## src/hw/rtl/weighted_moment_accumulator_assert.svh

```systemverilog
// assertion macros shared by the weighted moment accumulator modules
`ifndef WEIGHTED_MOMENT_ACCUMULATOR_ASSERT_SVH
`define WEIGHTED_MOMENT_ACCUMULATOR_ASSERT_SVH

// condition in this cycle implies consequence in the same cycle
`define WMA_ASSERT_IMPLY(label, clk, rst, ante, cons, msg) \
   label: assert property (@(posedge clk) disable iff (rst) (ante) |-> (cons)) else $error(msg);

// condition in this cycle implies consequence in the next cycle
`define WMA_ASSERT_NEXT(label, clk, rst, ante, cons, msg) \
   label: assert property (@(posedge clk) disable iff (rst) (ante) |=> (cons)) else $error(msg);

`endif

```

## src/hw/rtl/wma_pkg.sv

```systemverilog
// shared widths, types and constants of the weighted moment accumulator
`timescale 1ns / 1ps

package wma_pkg;

   // input field widths
   localparam int OFFSET_W = 11;
   localparam int WEIGHT_W = 17;
   localparam int VALUE_W  = 16;

   // accumulator widths
   localparam int SUM_W_W   = 29;
   localparam int SUM_WW_W  = 45;
   localparam int SUM_WD_W  = 44;
   localparam int SUM_MOM_W = 64;

   // result widths
   localparam int FLUX_W   = 36;
   localparam int MOMENT_W = 40;
   localparam int STATUS_W = 2;

   // object queue between front and back
   localparam int QUEUE_DEPTH = 2;
   localparam int QUEUE_PTR_W = $clog2(QUEUE_DEPTH);
   localparam int QUEUE_CNT_W = $clog2(QUEUE_DEPTH + 1);

   // serial divider
   localparam int DIV_NUM_W = 80;
   localparam int DIV_DEN_W = SUM_WW_W;
   localparam int DIV_CNT_W = $clog2(DIV_NUM_W);

   // configuration port
   localparam int CSR_ADDR_W = 3;
   localparam int CSR_DATA_W = 32;

   // finished sums of one object
   typedef struct packed {
      logic        [SUM_W_W-1:0]   sum_weight;
      logic        [SUM_WW_W-1:0]  sum_weight_sq;
      logic signed [SUM_WD_W-1:0]  sum_weighted_data;
      logic signed [SUM_MOM_W-1:0] sum_wd_xx;
      logic signed [SUM_MOM_W-1:0] sum_wd_yy;
      logic signed [SUM_MOM_W-1:0] sum_wd_xy;
   } sums_type;

   // divider request and response
   typedef struct packed {
      logic                 go;
      logic [DIV_NUM_W-1:0] numerator;
      logic [DIV_DEN_W-1:0] denominator;
   } div_req_type;

   typedef struct packed {
      logic                 done;
      logic [DIV_NUM_W-1:0] quotient;
   } div_rsp_type;

endpackage

```

## src/hw/rtl/wma_back.sv

```systemverilog
// result sequencer: flux product, divisions, saturation and result strobe
`timescale 1ns / 1ps
`include "weighted_moment_accumulator_assert.svh"

module wma_back import wma_pkg::*; (
   input  logic                       clock,
   input  logic                       reset,
   input  logic                       shape_enable,
   input  logic                       clip_negative_flux,
   input  logic                       queue_empty,
   input  sums_type                   queue_head,
   output logic                       queue_pop,
   output div_req_type                div_req,
   input  div_rsp_type                div_rsp,
   output logic                       rsp_valid,
   output logic signed [FLUX_W-1:0]   rsp_flux_value,
   output logic signed [MOMENT_W-1:0] rsp_moment_xx,
   output logic signed [MOMENT_W-1:0] rsp_moment_yy,
   output logic signed [MOMENT_W-1:0] rsp_moment_xy,
   output logic        [STATUS_W-1:0] rsp_result_status
);

   localparam int HALF_W   = SUM_WD_W / 2;
   localparam int PP_W     = SUM_W_W + HALF_W;
   localparam int PROD_W   = SUM_W_W + SUM_WD_W - 1;
   localparam int FLUX_SHL = DIV_NUM_W - PROD_W;
   localparam int MOM_PAD  = DIV_NUM_W - SUM_MOM_W - 1;

   typedef enum logic [2:0] {
      S_IDLE,
      S_CHECK,
      S_MUL_LO,
      S_MUL_HI,
      S_DIV_GO,
      S_DIV_WAIT,
      S_EMIT
   } state_type;

   typedef enum logic [1:0] {
      SEL_FLUX,
      SEL_XX,
      SEL_YY,
      SEL_XY
   } sel_type;

   typedef enum logic [STATUS_W-1:0] {
      STATUS_OK        = 2'd0,
      STATUS_NO_WEIGHT = 2'd1,
      STATUS_NO_DATA   = 2'd2
   } status_type;

   state_type                  state_in;
   state_type                  state_ff;
   sel_type                    sel_in;
   sel_type                    sel_ff;
   sums_type                   ent_in;
   sums_type                   ent_ff;
   logic        [PROD_W-1:0]   prod_in;
   logic        [PROD_W-1:0]   prod_ff;
   logic signed [FLUX_W-1:0]   flux_in;
   logic signed [FLUX_W-1:0]   flux_ff;
   logic signed [MOMENT_W-1:0] mxx_in;
   logic signed [MOMENT_W-1:0] mxx_ff;
   logic signed [MOMENT_W-1:0] myy_in;
   logic signed [MOMENT_W-1:0] myy_ff;
   logic signed [MOMENT_W-1:0] mxy_in;
   logic signed [MOMENT_W-1:0] mxy_ff;
   status_type                 status_in;
   status_type                 status_ff;
   logic                       valid_in;
   logic                       valid_ff;

   logic [SUM_WD_W-1:0]  swd_mag;
   logic [PP_W-1:0]      pp_lo;
   logic [PP_W-1:0]      pp_hi;
   logic                 div_neg;
   logic [FLUX_W-1:0]    flux_q;
   logic [MOMENT_W-1:0]  mom_q;
   logic [SUM_MOM_W-1:0] mom_num_mag;
   logic                 mom_sign;

   // magnitude of a moment sum
   function automatic logic [SUM_MOM_W-1:0] mag64(input logic signed [SUM_MOM_W-1:0] s);
      return s[SUM_MOM_W-1] ? (~s + SUM_MOM_W'(1)) : s;
   endfunction

   // saturate a quotient magnitude to the flux field and apply the sign
   function automatic logic [FLUX_W-1:0] sat_flux(
      input logic [DIV_NUM_W-1:0] q,
      input logic                 neg
   );
      logic [FLUX_W-1:0] mag;
      if (q[DIV_NUM_W-1:FLUX_W-1] != '0) begin
         mag = neg ? {1'b1, {(FLUX_W - 1){1'b0}}} : {1'b0, {(FLUX_W - 1){1'b1}}};
      end else begin
         mag = {1'b0, q[FLUX_W-2:0]};
      end
      return neg ? (~mag + FLUX_W'(1)) : mag;
   endfunction

   // saturate a quotient magnitude to a moment field and apply the sign
   function automatic logic [MOMENT_W-1:0] sat_moment(
      input logic [DIV_NUM_W-1:0] q,
      input logic                 neg
   );
      logic [MOMENT_W-1:0] mag;
      if (q[DIV_NUM_W-1:MOMENT_W-1] != '0) begin
         mag = neg ? {1'b1, {(MOMENT_W - 1){1'b0}}} : {1'b0, {(MOMENT_W - 1){1'b1}}};
      end else begin
         mag = {1'b0, q[MOMENT_W-2:0]};
      end
      return neg ? (~mag + MOMENT_W'(1)) : mag;
   endfunction

   // weighted data magnitude and its two partial products with the weight sum
   assign swd_mag = ent_ff.sum_weighted_data[SUM_WD_W-1]
                  ? (~ent_ff.sum_weighted_data + SUM_WD_W'(1))
                  : ent_ff.sum_weighted_data;
   assign pp_lo   = ent_ff.sum_weight * swd_mag[HALF_W-1:0];
   assign pp_hi   = ent_ff.sum_weight * swd_mag[SUM_WD_W-1:HALF_W];

   // division operands for the current step
   always_comb begin
      mom_num_mag = '0;
      mom_sign    = 1'b0;
      unique case (sel_ff)
         SEL_XX: begin
            mom_num_mag = mag64(ent_ff.sum_wd_xx);
            mom_sign    = ent_ff.sum_wd_xx[SUM_MOM_W-1];
         end
         SEL_YY: begin
            mom_num_mag = mag64(ent_ff.sum_wd_yy);
            mom_sign    = ent_ff.sum_wd_yy[SUM_MOM_W-1];
         end
         SEL_XY: begin
            mom_num_mag = mag64(ent_ff.sum_wd_xy);
            mom_sign    = ent_ff.sum_wd_xy[SUM_MOM_W-1];
         end
         default: begin
            mom_num_mag = '0;
            mom_sign    = 1'b0;
         end
      endcase

      div_req.go = (state_ff == S_DIV_GO);
      if (sel_ff == SEL_FLUX) begin
         div_req.numerator   = {prod_ff, {FLUX_SHL{1'b0}}};
         div_req.denominator = ent_ff.sum_weight_sq;
         div_neg             = ent_ff.sum_weighted_data[SUM_WD_W-1];
      end else begin
         div_req.numerator   = {{MOM_PAD{1'b0}}, mom_num_mag, 1'b0};
         div_req.denominator = {{(DIV_DEN_W - SUM_WD_W){1'b0}}, swd_mag};
         div_neg             = mom_sign ^ ent_ff.sum_weighted_data[SUM_WD_W-1];
      end
   end

   assign flux_q = sat_flux(div_rsp.quotient, div_neg);
   assign mom_q  = sat_moment(div_rsp.quotient, div_neg);

   assign queue_pop = (state_ff == S_IDLE) && !queue_empty;

   // sequencer
   always_comb begin
      state_in  = state_ff;
      sel_in    = sel_ff;
      ent_in    = ent_ff;
      prod_in   = prod_ff;
      flux_in   = flux_ff;
      mxx_in    = mxx_ff;
      myy_in    = myy_ff;
      mxy_in    = mxy_ff;
      status_in = status_ff;
      valid_in  = 1'b0;
      unique case (state_ff)
         S_IDLE: begin
            if (!queue_empty) begin
               ent_in    = queue_head;
               sel_in    = SEL_FLUX;
               flux_in   = '0;
               mxx_in    = '0;
               myy_in    = '0;
               mxy_in    = '0;
               status_in = STATUS_OK;
               state_in  = S_CHECK;
            end
         end
         S_CHECK: begin
            if (ent_ff.sum_weight_sq == '0) begin
               status_in = STATUS_NO_WEIGHT;
               state_in  = S_EMIT;
            end else begin
               state_in = S_MUL_LO;
            end
         end
         S_MUL_LO: begin
            prod_in  = {{(PROD_W - PP_W){1'b0}}, pp_lo};
            state_in = S_MUL_HI;
         end
         S_MUL_HI: begin
            prod_in  = prod_ff + {pp_hi[PROD_W-HALF_W-1:0], {HALF_W{1'b0}}};
            state_in = S_DIV_GO;
         end
         S_DIV_GO: begin
            state_in = S_DIV_WAIT;
         end
         S_DIV_WAIT: begin
            if (div_rsp.done) begin
               unique case (sel_ff)
                  SEL_FLUX: begin
                     flux_in = (clip_negative_flux && flux_q[FLUX_W-1]) ? '0 : flux_q;
                     if (!shape_enable) begin
                        state_in = S_EMIT;
                     end else if (ent_ff.sum_weighted_data == '0) begin
                        status_in = STATUS_NO_DATA;
                        state_in  = S_EMIT;
                     end else begin
                        sel_in   = SEL_XX;
                        state_in = S_DIV_GO;
                     end
                  end
                  SEL_XX: begin
                     mxx_in   = mom_q;
                     sel_in   = SEL_YY;
                     state_in = S_DIV_GO;
                  end
                  SEL_YY: begin
                     myy_in   = mom_q;
                     sel_in   = SEL_XY;
                     state_in = S_DIV_GO;
                  end
                  SEL_XY: begin
                     mxy_in   = mom_q;
                     state_in = S_EMIT;
                  end
                  default: begin
                     state_in = S_EMIT;
                  end
               endcase
            end
         end
         S_EMIT: begin
            valid_in = 1'b1;
            state_in = S_IDLE;
         end
         default: begin
            state_in = S_IDLE;
         end
      endcase
   end

   always_ff @(posedge clock) begin
      if (reset) begin
         state_ff <= S_IDLE;
         valid_ff <= 1'b0;
      end else begin
         state_ff <= state_in;
         valid_ff <= valid_in;
      end
      sel_ff    <= sel_in;
      ent_ff    <= ent_in;
      prod_ff   <= prod_in;
      flux_ff   <= flux_in;
      mxx_ff    <= mxx_in;
      myy_ff    <= myy_in;
      mxy_ff    <= mxy_in;
      status_ff <= status_in;
   end

   assign rsp_valid         = valid_ff;
   assign rsp_flux_value    = flux_ff;
   assign rsp_moment_xx     = mxx_ff;
   assign rsp_moment_yy     = myy_ff;
   assign rsp_moment_xy     = mxy_ff;
   assign rsp_result_status = status_ff;

   `WMA_ASSERT_NEXT(a_strobe_one_cycle, clock, reset, rsp_valid, !rsp_valid, "result strobe held longer than one cycle")
   `WMA_ASSERT_IMPLY(a_done_while_waiting, clock, reset, div_rsp.done, state_ff == S_DIV_WAIT, "divider finished outside a wait state")

endmodule

```

## config.mk

```make
export PLATFORM = sky130hd
export DESIGN_NAME = wma_back
export DESIGN_NICKNAME = d
export VERILOG_FILES = /design/src/hw/rtl/wma_pkg.sv /design/src/hw/rtl/wma_back.sv
export VERILOG_INCLUDE_DIRS = /design/src /design/src/hw/rtl
export SDC_FILE = /design/constraint.sdc
export NUM_CORES = 2
export LEC_CHECK = 0
export BUFFER_PORTS_ARGS = -buffer_cell sky130_fd_sc_hd__buf_2
export CELL_PAD_IN_SITES_DETAIL_PLACEMENT = 1
export CELL_PAD_IN_SITES_GLOBAL_PLACEMENT = 2
export CORE_ASPECT_RATIO = 2
export CORE_UTILIZATION = 40
export CTS_CLUSTER_SIZE = 8
export DETAILED_ROUTE_END_ITERATION = 10
export PLACE_DENSITY = 0.92
export SLEW_MARGIN = 5
export SYNTH_ARGS = -nofsm -noshare
export SYNTH_HDL_FRONTEND = slang
export SYNTH_SLANG_ARGS = --single-unit
```

## constraint.sdc

```tcl
create_clock -name clock -period 57.6 [get_ports clock]
set_clock_uncertainty 0.2 [all_clocks]
set_input_delay 11.52 -clock clock [delete_from_list [all_inputs] [get_ports clock]]
set_output_delay 11.52 -clock clock [all_outputs]
set_load 0.01 [all_outputs]
```

==> summary.txt <==
Drt
  • Drt wl/cell: 27.2 microns
  • Via count: 56,103
  • Routed WL: 269,000 microns
  • Iter 0 DRT Violations: 3,593
  • Post-route DRC: 0
  • Final ANT Viol Nets: 0
  • Drt pass-1 iters: 7
  • Post-DR vias/cell: 5.67

Global routing
  • Tot GR Track Use: 0.309
  • GRT overflow: 0
  • Initial antenna violation count: 50
  • Vias in the first global route: 63,797
  • First-pass GRT wire length: 395,000 microns
  • Largest net degree at the start of global routing: 89

Synth
  • #FFs+latches synth: 546
  • Asr flop ratio synth: 0
  • Mapped Cells: 7,064
  • Post-Syn Area: 69,100 sq um
  • Mapped Avg Cell Area: 9.79 sq um
  • Syn_nets: 8,927
  • Cell type with the largest total area after synthesis: fa_1
  • Ys flop type: edfxtp_1
  • Post-synth top area share: 0.311
  • EDFF count, synth: 542
  • Yosys cell types: 89
  • Synthesis warning total: 0
  • Sequential cell area fraction in the yosys report: 0.237
  • Top post-synthesis cells by area: fa_1 (31%), edfxtp_1 (24%), ha_1 (7.1%)

Place
  • Placed instance count: 9,732
  • DP Wirelength: 207,000 microns
  • Pre-CTS setup slack: 33.31 ns
  • GPL Wtd Cong: 0.950
  • Port buffer count: 680

CTS
  • Postcts setup bufs: 0
  • Hold Buf Count CTS: 0
  • CTS H-tree lvls: 3
  • # resized after CTS: 0
  • Clk slew on worst S/H paths: 0.06 ns
  • CTS sink cnt: 546
  • CTS root buffer: clkbuf_16
  • TritonCTS Buffers: 80
  • CTS tree: built
  • CTS Buffer Depth: 3
  • Later-pin clock latency in the skew report: 0.71 ns

Finish
  • Nets: 9,399
  • Final-layout fill cell count: 19,531
  • Multi-input combinational cell area: 47,600 sq um
  • Final Instance Count excl. Fillers: 9,888
  • Register area: 16,400 sq um
  • Share of cells above drive strength 1: 0.139
  • Final core utilization: 0.453
  • Area delta synth->final: 12.4%

Critical path
  • Delay-heaviest family, CP: buffers and inverters
  • Cell mode on critical path: buf_2
  • Crit-path cells: buf_2 > nor4_2 > buf_4 > buf_2
  • Crit path DAT: 12.62 ns
  • CP max stage delay: 0.47 ns
  • Crit end category: output port
  • Startpoint Class: input pin
  • Critical Path Fanout Max: 17
  • Worst R2R Setup Slack: 43.44 ns
  • Crit Path Class: in -> out
  • WP data required: 45.88 ns
  • Worst Path Buf+Inv: 3
  • Crit-path slowest cell: buf_4

Timing
  • Total negative setup slack: 0 ns
  • Tcrit/Tclk final: 0.423
  • Setup-failing EPs final: 0
  • Setup WS post-layout: 33.26 ns
  • RSZ-0062 raised after global routing: false
  • Minimum clock period: 24.34 ns
  • Rel. slew slack: 0.136
  • Final-report max-slew violation count: 0
  • Final count of hold timing violations: 0
  • Pin slew with the least headroom to its limit: 1.30 ns
  • Max Freq: 41.1 MHz

Floorplanning
  • Die ar.: 175,000 sq um
  • Starting Density: 0.403
  • Core Box Area: 172,000 sq um
  • # IOs: 682
  • # rows: 215
  • Die width: 296 microns
  • Die height: 590 microns

Flow run
  • Max-Cap Viols: 0

Min path
  • Worst hold path type: reg -> reg

Outcome
  • Status: complete, no violations
[routing by layer]
layer / part of all wire / global-route usage / vias up
li1: - / - / 23669
met1: 0.31 / 0.299 / 28859
met2: 0.51 / 0.550 / 2504
met3: 0.072 / 0.0620 / 1039
met4: 0.10 / 0.271 / 32
met5: 0.00083 / 0 / -
[sequential cells by signal (all words and copies together) (netlist names)]
name               count
rsp_valid              1
rsp_moment_xx         40
ent_ff               310
prod_ff               72
rsp_result_status      2
state_ff               3
sel_ff                 2
rsp_moment_xy         40
rsp_moment_yy         40
rsp_flux_value        36
[synth_stat cells (80+ instances only)]
library cell and instances:
a21o_1 84, inv_1 1122, a21oi_1 243, edfxtp_1 542, ha_1 393, xnor2_1 328
nor2b_1 108, clkbuf_1 376, nand2_1 1081, fa_1 1074, o31ai_1 80, and2_1 344
o21ai_0 197, nor2_1 203
[layout make-up]
cell class	count	area share
well taps	2278	0.0367
clock buffers	99	0.0272
inverters	1122	0.0542
multi-input cells	4984	0.612
repair buffers	802	0.0556
clock inverters	11	0.00195
diodes	46	0.00148
flip-flops and latches	546	0.211
[placed cells by master (no fill, tap or decap), drive strengths merged, types with 108 or more instances in the layout]
cell type	instances
nand2	1081
inv	1125
o21ai	200
ha	393
fa	1074
nor2b	108
a21oi	243
buf	802
xnor2	328
and2	344
nor2	203
edfxtp	542
[tightest hold or removal path, stage by stage (launching register included)]
cell and delay, ns:
edfxtp_1 0.38, ha_1 0.14, nor2_1 0.04, a21oi_1 0.10
[worst paths after layout]
kind | from | end | depth (start not counted)
setup / recovery | queue_empty | queue_pop | 4
hold / removal | prod_ff[22] | prod_ff[22] | 3
setup reg to reg | ent_ff[205] | prod_ff[69] | 37
hold reg to reg | prod_ff[22] | prod_ff[22] | 3
[stage by stage]
step	area, sq um	hold slack (ns)
6_report	77700	0.581
5_1_grt	77600	0.612
4_1_cts	77600	0.573
3_5_place_dp	75300	0.561
3_3_place_gp	75300	0.547
2_1_floorplan	69100	0.300
[logic make-up (layout without fill, tap and decap cells)]
| logic type | Yosys count | count (layout) | synth area share |
|---|---|---|---|
| and+or+nand+nor | 2124 | 2124 | 0.146 |
| buffers and inverters | 1534 | 2034 | 0.0841 |
| adders and majority gates | 1467 | 1467 | 0.382 |
| AOI/OAI and AO/OA | 905 | 905 | 0.0864 |
| DFF | 546 | 546 | 0.237 |
| xor gates and xnor gates | 389 | 389 | 0.0493 |
| muxes | 98 | 98 | 0.0150 |
| other | 1 | 47 | 0.0000542 |
Power is left out: the tool's default activity adds up to more than one toggle a clock period on the data nets, which glitch-free logic cannot reach.
