File: config.mk
export PLATFORM = sky130hd
export DESIGN_NAME = wma_divider
export DESIGN_NICKNAME = d
export VERILOG_FILES = /design/src/hw/rtl/wma_pkg.sv /design/src/hw/rtl/wma_divider.sv
export VERILOG_INCLUDE_DIRS = /design/src /design/src/hw/rtl
export SDC_FILE = /design/constraint.sdc
export NUM_CORES = 1
export LEC_CHECK = 0
export BUFFER_PORTS_ARGS = -buffer_cell sky130_fd_sc_hd__buf_2
export CELL_PAD_IN_SITES_DETAIL_PLACEMENT = 1
export CELL_PAD_IN_SITES_GLOBAL_PLACEMENT = 2
export CORE_AREA = 8 8 181 183
export DETAILED_ROUTE_END_ITERATION = 16
export DIE_AREA = 0 0 189 191
export PLACE_DENSITY = 0.89
export SLEW_MARGIN = 10
export SYNTH_ARGS = -nofsm -noshare
export SYNTH_HDL_FRONTEND = slang
export SYNTH_SLANG_ARGS = --single-unit
File: constraint.sdc
create_clock -name clock -period 3.3 [get_ports clock]
set_clock_uncertainty 0.1 [all_clocks]
set_input_delay 0.495 -clock clock [delete_from_list [all_inputs] [get_ports clock]]
set_output_delay 0.495 -clock clock [all_outputs]
set_load 0.1 [all_outputs]
File: src/hw/rtl/weighted_moment_accumulator_assert.svh
// assertion macros shared by the weighted moment accumulator modules
`ifndef WEIGHTED_MOMENT_ACCUMULATOR_ASSERT_SVH
`define WEIGHTED_MOMENT_ACCUMULATOR_ASSERT_SVH

// condition in this cycle implies consequence in the same cycle
`define WMA_ASSERT_IMPLY(label, clk, rst, ante, cons, msg) \
   label: assert property (@(posedge clk) disable iff (rst) (ante) |-> (cons)) else $error(msg);

// condition in this cycle implies consequence in the next cycle
`define WMA_ASSERT_NEXT(label, clk, rst, ante, cons, msg) \
   label: assert property (@(posedge clk) disable iff (rst) (ante) |=> (cons)) else $error(msg);

`endif

File: src/hw/rtl/wma_pkg.sv
// shared widths, types and constants of the weighted moment accumulator
`timescale 1ns / 1ps

package wma_pkg;

   // input field widths
   localparam int OFFSET_W = 11;
   localparam int WEIGHT_W = 17;
   localparam int VALUE_W  = 16;

   // accumulator widths
   localparam int SUM_W_W   = 29;
   localparam int SUM_WW_W  = 45;
   localparam int SUM_WD_W  = 44;
   localparam int SUM_MOM_W = 64;

   // result widths
   localparam int FLUX_W   = 36;
   localparam int MOMENT_W = 40;
   localparam int STATUS_W = 2;

   // object queue between front and back
   localparam int QUEUE_DEPTH = 2;
   localparam int QUEUE_PTR_W = $clog2(QUEUE_DEPTH);
   localparam int QUEUE_CNT_W = $clog2(QUEUE_DEPTH + 1);

   // serial divider
   localparam int DIV_NUM_W = 80;
   localparam int DIV_DEN_W = SUM_WW_W;
   localparam int DIV_CNT_W = $clog2(DIV_NUM_W);

   // configuration port
   localparam int CSR_ADDR_W = 3;
   localparam int CSR_DATA_W = 32;

   // finished sums of one object
   typedef struct packed {
      logic        [SUM_W_W-1:0]   sum_weight;
      logic        [SUM_WW_W-1:0]  sum_weight_sq;
      logic signed [SUM_WD_W-1:0]  sum_weighted_data;
      logic signed [SUM_MOM_W-1:0] sum_wd_xx;
      logic signed [SUM_MOM_W-1:0] sum_wd_yy;
      logic signed [SUM_MOM_W-1:0] sum_wd_xy;
   } sums_type;

   // divider request and response
   typedef struct packed {
      logic                 go;
      logic [DIV_NUM_W-1:0] numerator;
      logic [DIV_DEN_W-1:0] denominator;
   } div_req_type;

   typedef struct packed {
      logic                 done;
      logic [DIV_NUM_W-1:0] quotient;
   } div_rsp_type;

endpackage

File: src/hw/rtl/wma_divider.sv
// restoring divider, one quotient bit per cycle
`timescale 1ns / 1ps
`include "weighted_moment_accumulator_assert.svh"

module wma_divider import wma_pkg::*; (
   input  logic        clock,
   input  logic        reset,
   input  div_req_type div_req,
   output div_rsp_type div_rsp
);

   logic                 busy_in;
   logic                 busy_ff;
   logic                 done_in;
   logic                 done_ff;
   logic [DIV_CNT_W-1:0] count_in;
   logic [DIV_CNT_W-1:0] count_ff;
   logic [DIV_NUM_W-1:0] num_in;
   logic [DIV_NUM_W-1:0] num_ff;
   logic [DIV_DEN_W-1:0] rem_in;
   logic [DIV_DEN_W-1:0] rem_ff;
   logic [DIV_DEN_W-1:0] den_in;
   logic [DIV_DEN_W-1:0] den_ff;
   logic [DIV_DEN_W:0]   trial;
   logic [DIV_DEN_W:0]   diff;
   logic                 fits;

   // one compare and subtract step
   assign trial = {rem_ff, num_ff[DIV_NUM_W-1]};
   assign diff  = trial - {1'b0, den_ff};
   assign fits  = (trial >= {1'b0, den_ff});

   always_comb begin
      busy_in  = busy_ff;
      done_in  = 1'b0;
      count_in = count_ff;
      num_in   = num_ff;
      rem_in   = rem_ff;
      den_in   = den_ff;
      if (div_req.go) begin
         busy_in  = 1'b1;
         count_in = '0;
         num_in   = div_req.numerator;
         rem_in   = '0;
         den_in   = div_req.denominator;
      end else if (busy_ff) begin
         num_in   = {num_ff[DIV_NUM_W-2:0], fits};
         rem_in   = fits ? diff[DIV_DEN_W-1:0] : trial[DIV_DEN_W-1:0];
         count_in = count_ff + DIV_CNT_W'(1);
         if (count_ff == DIV_CNT_W'(DIV_NUM_W - 1)) begin
            busy_in = 1'b0;
            done_in = 1'b1;
         end
      end
   end

   always_ff @(posedge clock) begin
      if (reset) begin
         busy_ff <= 1'b0;
         done_ff <= 1'b0;
      end else begin
         busy_ff <= busy_in;
         done_ff <= done_in;
      end
      count_ff <= count_in;
      num_ff   <= num_in;
      rem_ff   <= rem_in;
      den_ff   <= den_in;
   end

   // quotient has shifted fully into the numerator register
   assign div_rsp.done     = done_ff;
   assign div_rsp.quotient = num_ff;

   `WMA_ASSERT_IMPLY(a_go_while_idle, clock, reset, div_req.go, !busy_ff, "divider started while busy")

endmodule

==> metrics.txt, run 1 <==
Congestion Overflow GR 0; clk buf depth 2; via/cell ratio 5.51; crit share post-route 0.966; Die Footprint ~36000 um2; core area 30000 um2; # IOs 209; setup TNS 0 ns; Post-synth ARST share 0; Area contributors post-synth edfxtp_1, dfxtp_1, mux2_2, ha_1, a21oi_1; CP max FO 15; worst-skew pair later-pin latency between 0.4 and 0.5 ns; Final Non-Filler Cells 1653; RD Place Congestion 0.868; setup violators final 0; Metal-1 WL 14600 um; CTS tree done; Routed met3 length ~3200 um; Port Buffers 208; drt first pass iters 6; gr usage total 0.195; DR iter-0 viols approximately 510; Filler Cell Count 3435; hold depth 2; Worst Path Arrival 3.44 ns; P&R area growth vs syn 23.4%; WP data required 3.55 ns; Ys Warns 0; Post-synth EDFFs 125; Crit Path Class reg -> reg; placed cells about 1600; HPWL after DPL 27200 um; Netlist cell types 71; top sig layer met5; cell area after synthesis 10300 um2; worst min path class in -> reg; initial antenna violation count 10; Avg Inst Size Synth just over 10 um2; reg2reg path depth 13; pwr/cell area 534 nW/um2; largest area contributor in the netlist edfxtp_1; sequential area share after synthesis 0.467; vias 9110; root buf cell clkbuf_16; Critical Path End Type register; RSZ-0062 raised after global routing true; WL/cell 21.6 um; first-pass GRT wire length 54900 um; Setup Slack @ Placement 0.129 ns; vias in the first global route 9704; share of the synthesized area in the top cell type 0.363; worst-margin pin slew 1.17 ns; Max IR drop VDD 0.540 mV; Die Ht 191 um; Total Power 0.00682 W; CP Launch Type register; worst path cell trace inv_1 -> ha_2 -> inv_2 -> fa_2 -> a211oi_2 -> o21ai_2 -> nand3_2 -> a211oi_4 -> o2111ai_4 -> a211oi_4 -> buf_4 -> o211ai_1 -> a311oi_1; #FFs+latches synth 179; worst hold margin ~0.11 ns; prevailing post-synth register cell edfxtp_1; final hold viol count 0; Tmin final 3.19 ns; Worst path most repeated cell a211oi_4; initial core utilization 0.345; max-cap viol count 0; slowest CP cell a211oi_4; met2 wire len 16900 um; Post-synth top cells edfxtp_1, mux2_2, nor2_1, a21oi_1, inv_1; outcome finished clean; post-route ant nets 0; r2r setup slk 0.11 ns; max incr delay on CP 0.38 ns; layout cells sized above 1 0.331; Core Rows 64; Final Worst Setup Slack 0.114 ns; Mapped Nets around 1200; DRC Markers 0; relative slew slack 0.215; final wirelength 35700 um; final slew viol count 0; Leak Pwr 5.24 nW; Post-Synthesis Cells 1013; Clock Pin Slew Worst Setup and Hold Paths 0.07 ns; largest net degree at the start of global routing 81; clock sinks 179; Layout Nets 1417; fmax 314 MHz; H-tree lvl count 4; count leader, synth edfxtp_1; cts bufs inserted 17; DIE WIDTH 189 um
-- metrics by stage --
step	util	area, um2
after floorplan	-	10400
after global placement	0.403	12100
after detailed placement	0.403	12100
after CTS	0.422	12700
after global routing	0.425	12800
final	0.425	12800
-- metal layers --
| layer | vias up | track usage |
|---|---|---|
| met5 | - | 0 |
| met3 | 61 | 0.0834 |
| met2 | 309 | 0.329 |
| met4 | 16 | 0.0643 |
| met1 | 4443 | 0.220 |
| li1 | 4281 | - |
-- state kept, by name, indices dropped and copies added (netlist names) --
signal	count
count_ff	7
num_ff	80
den_ff	45
rem_ff	45
busy_ff	1
done_ff	1
-- kinds of logic after synthesis --
group,synth area share
and+or+nand+nor,0.130
buffers and inverters,0.0489
muxes,0.0911
AOI/OAI and AO/OA,0.178
DFF,0.467
xor gates and xnor gates,0.0271
adders and majority gates,0.0576
-- cells in the final DEF, fill, tap and decap left out, drive strengths merged, types with 5 or more instances in the layout --
cell type / count
edfxtp: 125
a311oi: 32
xor2: 14
clkbuf: 17
a21oi: 66
nor3: 19
nor2b: 5
o211ai: 14
o21a: 8
and3: 20
o21ai: 65
nor2: 70
nor4: 9
xnor2: 18
dfxtp: 54
nand4: 13
a21o: 17
ha: 46
nand3: 53
a31oi: 10
nand2: 55
o311ai: 5
buf: 272
clkinv: 6
a211oi: 14
inv: 69
or3: 6
and2: 9
mux2: 81
-- path summary, 6_finish.rpt --
kind	start	to
max	num_ff[79]	rem_ff[35]
min	reset	busy_ff
max reg2reg	num_ff[79]	rem_ff[35]
min reg2reg	count_ff[6]	count_ff[6]
-- what timing repair did --
action                                 in CTS  in global routing
resized for setup                           0                 16
setup buffers                               0                  3
endpoints found under the hold margin       0                  0
setup endpoints to repair                   0                 37
hold buffers                                0                  0
-- power by group --
part | switching [W] | internal, W
Clock | 0.00101 | 0.00100
Sequential | 0.000113 | 0.00262
Combinational | 0.00149 | 0.000583
-- worst max-delay path, delay by kind of cell (launching register included) --
| family | cells | cell delay, ns |
|---|---|---|
| compound gates | 7 | 1.65 |
| buf+inv | 3 | 0.45 |
| fa+ha+maj | 2 | 0.42 |
| flops | 1 | 0.34 |
| simple gates | 1 | 0.13 |
-- cell type report --
type | count | area (um2) | area share
tap | 396 | 495 | 0.0388
inverter | 62 | 233 | 0.0182
clock buffer | 17 | 425 | 0.0333
antenna | 2 | 5.00 | 0.000392
multi-input combinational | 710 | 5090 | 0.399
timing repair buffer | 272 | 1540 | 0.120
clock inverter | 15 | 144 | 0.0113
sequential | 179 | 4840 | 0.379
(Power assumes the default switching activity.)
==> run 2: changes to the inputs <==
--- a/config.mk
+++ b/config.mk
@@ -6,13 +6,14 @@
 export SDC_FILE = /design/constraint.sdc
 export NUM_CORES = 1
 export LEC_CHECK = 0
+export ABC_AREA = 1
 export BUFFER_PORTS_ARGS = -buffer_cell sky130_fd_sc_hd__buf_2
 export CELL_PAD_IN_SITES_DETAIL_PLACEMENT = 1
 export CELL_PAD_IN_SITES_GLOBAL_PLACEMENT = 2
-export CORE_AREA = 8 8 181 183
+export CORE_AREA = 8 8 199 201
 export DETAILED_ROUTE_END_ITERATION = 16
-export DIE_AREA = 0 0 189 191
-export PLACE_DENSITY = 0.89
+export DIE_AREA = 0 0 207 209
+export PLACE_DENSITY = 0.9
 export SLEW_MARGIN = 10
 export SYNTH_ARGS = -nofsm -noshare
 export SYNTH_HDL_FRONTEND = slang
==> metrics.txt, run 2 <==
met2 Use GR 0.290 (-0.0391); worst-skew pair later-pin latency 0.45 ns (about the same); clock sinks 179 (unchanged); Port Buffers 208 (unchanged); DIE WIDTH 207 um (+9.5%); vias in the first global route 11200 (+15%); Post-Synthesis Cells 1595 (+57%); Core Rows 70 (+9.4%); CP max FO 44 (+29); Avg Inst Size Synth 7.19 um2 (-30%); Area contributors post-synth edfxtp_1, nand2_1, dfxtp_1, inv_1, ha_1; met3 Track Usage GR 0.0567 (-0.0266); most frequent cells in the layout nand2_1, inv_1, buf_2; first-pass GRT wire length 60900 um (+11%); max-cap viol count 0 (unchanged); max reg flops 80 (unchanged); initial antenna violation count 7 (-3); Worst Path Arrival 3.12 ns (-0.32 ns); Max IR drop VDD 0.353 mV (-35%); RSZ-0062 raised after global routing false; Ys Warns 0 (unchanged); crit path launch num_ff[79]; H-tree lvl count 4 (unchanged); final slew viol count 0 (unchanged); post-CTS setup repair buffer count 0 (unchanged); WL/cell 16.6 um (-23%); P&R area growth vs syn 18.2%; outcome finished clean; relative slew slack 0.378 (+0.163); RD Place Congestion 0.882 (+1.6%); Leak Pwr 7.36 nW (+40%); Worst Hold Launch div_req[36]; #FFs+latches synth 179 (unchanged); Biggest register num_ff; Post-synth ARST share 0 (unchanged); Die Footprint 43300 um2 (+20%); cell area after synthesis 11500 um2 (+11%); Critical Path End Type register; Layout Nets 1965 (+39%); Final Worst Setup Slack 0.442 ns (+0.328 ns); registers with the most flip-flops num_ff: 80 flops, den_ff: 45 flops, rem_ff: 45 flops; HPWL after DPL 29600 um (+8.8%); met1 Usage GRT 0.219 (-0.00103); DR iter-0 viols 460 (-10%); post-route ant nets 0 (unchanged); Post-synth top cells nand2_1, inv_1, edfxtp_1, nand3_1, nor2_1; multi-input logic area 5360 um2 (+5.3%); # IOs 209 (unchanged); via/cell ratio 4.64 (-16%); Setup Slack @ Placement 0.415 ns (+0.286 ns); largest area contributor in the netlist edfxtp_1; crit share post-route 0.866 (-0.0995); WP data required 3.56 ns (about the same); clk buf depth 2 (unchanged); setup violators final 0 (unchanged); CTS-repair resized insts 0 (unchanged); Tmin final 2.86 ns (-0.328 ns); count leader, synth nand2_1; Post-synth EDFFs 125 (unchanged); Final Core Density 0.374 (-0.0513); final wirelength 37700 um (+5.8%); prevailing post-synth register cell edfxtp_1; initial core utilization 0.316 (-0.0284); CP Launch Type register; pwr/cell area 461 nW/um2 (-14%); largest net degree at the start of global routing 98 (+21%); Congestion Overflow GR 0 (unchanged); CTS tree done; setup TNS 0 ns (unchanged); fmax 350 MHz (+11%); worst min path class in -> reg; Filler Cell Count 4647 (+35%); root buf cell clkbuf_16; # hold bufs at CTS 0 (unchanged); sequential area share after synthesis 0.422 (-0.0456); cts bufs inserted 17 (unchanged); Mapped Nets 1770 (+49%); Clock Pin Slew Worst Setup and Hold Paths 0.07 ns (about the same); Die Ht 209 um (+9.4%); share of the synthesized area in the top cell type 0.327 (-0.0354); layout cells sized above 1 0.182 (-0.150); vias 10500 (+16%); gr usage total 0.175 (-0.0206); final hold viol count 0 (unchanged); drt first pass iters 5 (-1); worst-margin pin slew 0.933 ns (-0.240 ns); grt peak-use layer met2; DRC Markers 0 (unchanged); core area 36300 um2 (+21%); Netlist cell types 44 (-38%); Seq. cell area 4830 um2 (about the same); commonest non-fill, non-tap cell in the layout nand2_1; RR Startpoint num_ff[79]; Crit Path Class reg -> reg
## run 2: cell types whose count changed after synthesis, moves of 15 or more
cell,previous run,this run
nand3b_2,0,15
o21ai_0,42,9
and3_1,20,0
nand2_1,55,698
a311oi_1,30,0
nand3_1,52,94
mux2_2,81,0
a21oi_1,65,35
a21o_1,17,1
clkbuf_1,45,19
inv_1,62,259
## run 2: kinds of logic after synthesis
| family | share of synthesized area |
|---|---|
| compound gates | 0.0359 |
| xor+xnor | 0.0176 |
| fa+ha+maj | 0.0520 |
| buf+inv | 0.111 |
| flops | 0.422 |
| simple gates | 0.362 |
## run 2: layer usage
metal,wire length [um],vias to the layer above
met2,17300,229
met5,76,-
met3,2470,37
met4,422,12
li1,-,5319
met1,17400,4939
## run 2: path summary, 6_finish.rpt
check | end | slack, ns | cells after the start
max reg2reg | rem_ff[15] | 0.44 | 17
max | rem_ff[15] | 0.44 | 17
min | den_ff[36] | 0.12 | 1
min reg2reg | rem_ff[36] | 0.38 | 2
## run 2: power breakdown
part           total [W]  switching [W]  internal [W]  leakage [nW]
registers        0.00266      0.0000784       0.00259          1.70
clock network    0.00215       0.000980       0.00117         0.296
logic            0.00143        0.00117      0.000266          5.36
total            0.00625        0.00222       0.00402          7.36
## run 2: area by class of cell
class | count | area share
Sequential cell | 179 | 0.357
Timing Repair Buffer | 217 | 0.0848
Clock inverter | 13 | 0.0110
Clock buffer | 19 | 0.0334
Tap cell | 468 | 0.0432
Antenna cell | 2 | 0.000369
Inverter | 271 | 0.0752
Multi-Input combinational cell | 1104 | 0.395
## run 2: worst max-delay path: stages (launching register included)
cell	delay, ns
edfxtp_1	0.38
inv_1	0.08
ha_1	0.14
inv_1	0.07
fa_1	0.40
nand2_1	0.10
nand2_2	0.07
nand3_2	0.07
nand2_2	0.07
nand2_1	0.09
nand2_2	0.08
nand2_2	0.11
nand2_4	0.07
nand2_4	0.20
nand2_4	0.35
nand2_1	0.17
nand3_1	0.08
o21ai_1	0.11
## run 2: stage by stage
| stage | hold slack [ns] | cell area [um2] | std cells | total power [W] |
|---|---|---|---|---|
| 2_1_floorplan | 0.344 | 11500 | 1595 | 0.00380 |
| 3_3_place_gp | 0.359 | 12900 | 2239 | 0.00414 |
| 3_5_place_dp | 0.370 | 12900 | 2239 | 0.00416 |
| 4_1_cts | 0.0871 | 13500 | 2271 | 0.00634 |
| 5_1_grt | 0.0876 | 13500 | 2272 | 0.00652 |
| 6_report | 0.118 | 13600 | 2273 | 0.00625 |
==> run 3: changes to the inputs <==
--- a/config.mk
+++ b/config.mk
@@ -14,6 +14,7 @@
 export DETAILED_ROUTE_END_ITERATION = 16
 export DIE_AREA = 0 0 207 209
 export PLACE_DENSITY = 0.9
+export RECOVER_POWER = 100
 export SLEW_MARGIN = 10
 export SYNTH_ARGS = -nofsm -noshare
 export SYNTH_HDL_FRONTEND = slang
==> metrics.txt, run 3 (same netlist as run 2, synthesis figures left out) <==
commonest non-fill, non-tap cell in the layout nand2_1; Clock Pin Slew Worst Setup and Hold Paths 0.07 ns (about the same); Crit Path Class reg -> reg; DIE WIDTH 207 um (unchanged); RSZ-0062 raised after global routing false; max-cap viol count 1 (+1); crit share post-route 0.883 (+0.0172); slowest CP cell fa_1; relative slew slack -0.269 (-0.647); largest net degree at the start of global routing 98 (unchanged); r2r setup slk 0.39 ns (-0.06 ns); Worst Path Arrival 3.12 ns (about the same); CTS-repair resized insts 0 (unchanged); CP max FO 21 (-52%); # IOs 209 (unchanged); CP Launch Type register; WP data required 3.50 ns (-0.06 ns); Leak Pwr 7.11 nW (-3.4%); CTS tree done; first-pass GRT wire length 60900 um (unchanged); max reg flops 80 (unchanged); r2r endpoint rem_ff[11]; RD Place Congestion 0.882 (unchanged); DRC Markers 0 (unchanged); initial antenna violation count 7 (unchanged); critical path's top delay family simple AND/OR/NAND/NOR gates; clock sinks 179 (unchanged); setup TNS 0 ns (unchanged); Max IR drop VDD 0.351 mV (-0.52%); pwr/cell area 463 nW/um2 (+0.36%); most frequent cells in the layout nand2_1, inv_1, edfxtp_1, buf_2, nand3_1; Tmin final 2.91 ns (+0.0567 ns); HPWL after DPL 29600 um (unchanged); via/cell ratio 4.63 (-0.16%); vias in the first global route 11200 (unchanged); max incr delay on CP 0.40 ns (about the same); vias 10500 (-0.16%); Biggest register num_ff; layout cells sized above 1 0.132 (-0.0499); P&R area growth vs syn 17.1%; Worst Path Buf+Inv 3 (+1); fmax 343 MHz (-1.9%); Critical Path End Type register; H-tree lvl count 4 (unchanged); setup violators final 0 (unchanged); outcome finished, violations left; RR Startpoint num_ff[79]; Layout Nets 1965 (unchanged); DR iter-0 viols 418 (-9.1%); post-route ant nets 0 (unchanged); drt first pass iters 5 (unchanged); registers with the most flip-flops num_ff: 80 flops, den_ff: 45 flops, rem_ff: 45 flops; Worst Setup EP rem_ff[11]; core area 36300 um2 (unchanged); final wirelength 37600 um (-0.39%); final hold viol count 0 (unchanged); worst path cell trace inv_1 -> ha_1 -> inv_1 -> fa_1 -> nand2_1 -> nand2_1 -> nand3_2 -> nand2_2 -> nand2_1 -> nand2_2 -> nand2_1 -> nand2_4 -> nand2_4 -> buf_4 -> nand3_2 -> nand3_1 -> o21ai_0; gr usage total 0.175 (unchanged); final slew viol count 32 (+32); clk buf depth 2 (unchanged); cts bufs inserted 17 (unchanged); post-CTS setup repair buffer count 0 (unchanged); WL/cell 16.5 um (-0.39%); Final Worst Setup Slack 0.386 ns (-0.0567 ns); Core Rows 70 (unchanged); Die Ht 209 um (unchanged); Die Footprint 43300 um2 (unchanged); Congestion Overflow GR 0 (unchanged); worst-skew pair later-pin latency 0.45 ns (about the same); initial core utilization 0.316 (unchanged); Stages on worst setup path 17 (unchanged); Setup Slack @ Placement 0.415 ns (unchanged); # hold bufs at CTS 0 (unchanged); reg2reg path depth 17 (unchanged); placed cells 2239 (unchanged); root buf cell clkbuf_16; Final Non-Filler Cells 2273 (unchanged); worst min path class in -> reg; violated checks max-capacitance violations, max-slew violations; worst-margin pin slew 1.90 ns (+0.970 ns); Worst path most repeated cell nand2_1; crit path launch num_ff[79]; Port Buffers 208 (unchanged)
## run 3: cell types whose count changed in the layout (fill, tap and decap cells not counted), sizes merged
cell	before	now
buf	217	134
clkbuf	19	102
## run 3: stage by stage
step                area [um2]   util  total power (W)  hold WS (ns)
finish                   13400  0.370          0.00621         0.119
floorplan                11500      -          0.00380         0.344
detailed placement       12900  0.357          0.00416         0.370
global route             13400  0.370          0.00649        0.0876
CTS                      13500  0.374          0.00634        0.0871
global placement         12900  0.357          0.00414         0.359
## run 3: final cells by class
class / count / area, um2
fillers: 4683 / 22800
multi-input cells: 1104 / 5340
flip-flops and latches: 179 / 4830
repair buffers: 217 / 1040
inverters: 271 / 1020
well taps: 468 / 586
clock buffers: 19 / 453
clock inverters: 13 / 149
diodes: 2 / 5.00
## run 3: how the worst min path moves through the flow
stage / from / to / slack [ns] / cells after the start
after global placement: count_ff[1] / count_ff[1] / 0.36 / 2
after global routing: div_req[36] / den_ff[36] / 0.09 / 1
final: div_req[43] / den_ff[43] / 0.12 / 1
after floorplan: rem_ff[17] / rem_ff[17] / 0.34 / 2
after CTS: div_req[8] / den_ff[8] / 0.09 / 1
after detailed placement: rem_ff[24] / rem_ff[24] / 0.37 / 2
## run 3: layer usage
metal	wire length (um)	global-route usage
met1	17400	0.219
met2	17300	0.290
met3	2390	0.0567
met4	419	0.0362
met5	76	0
## run 3: power by group
part	switching [W]	leakage, nW	internal [W]
combinational	0.00116	5.11	0.000236
sequential	0.0000802	1.70	0.00259
clock	0.000974	0.296	0.00117
total	0.00222	7.11	0.00399
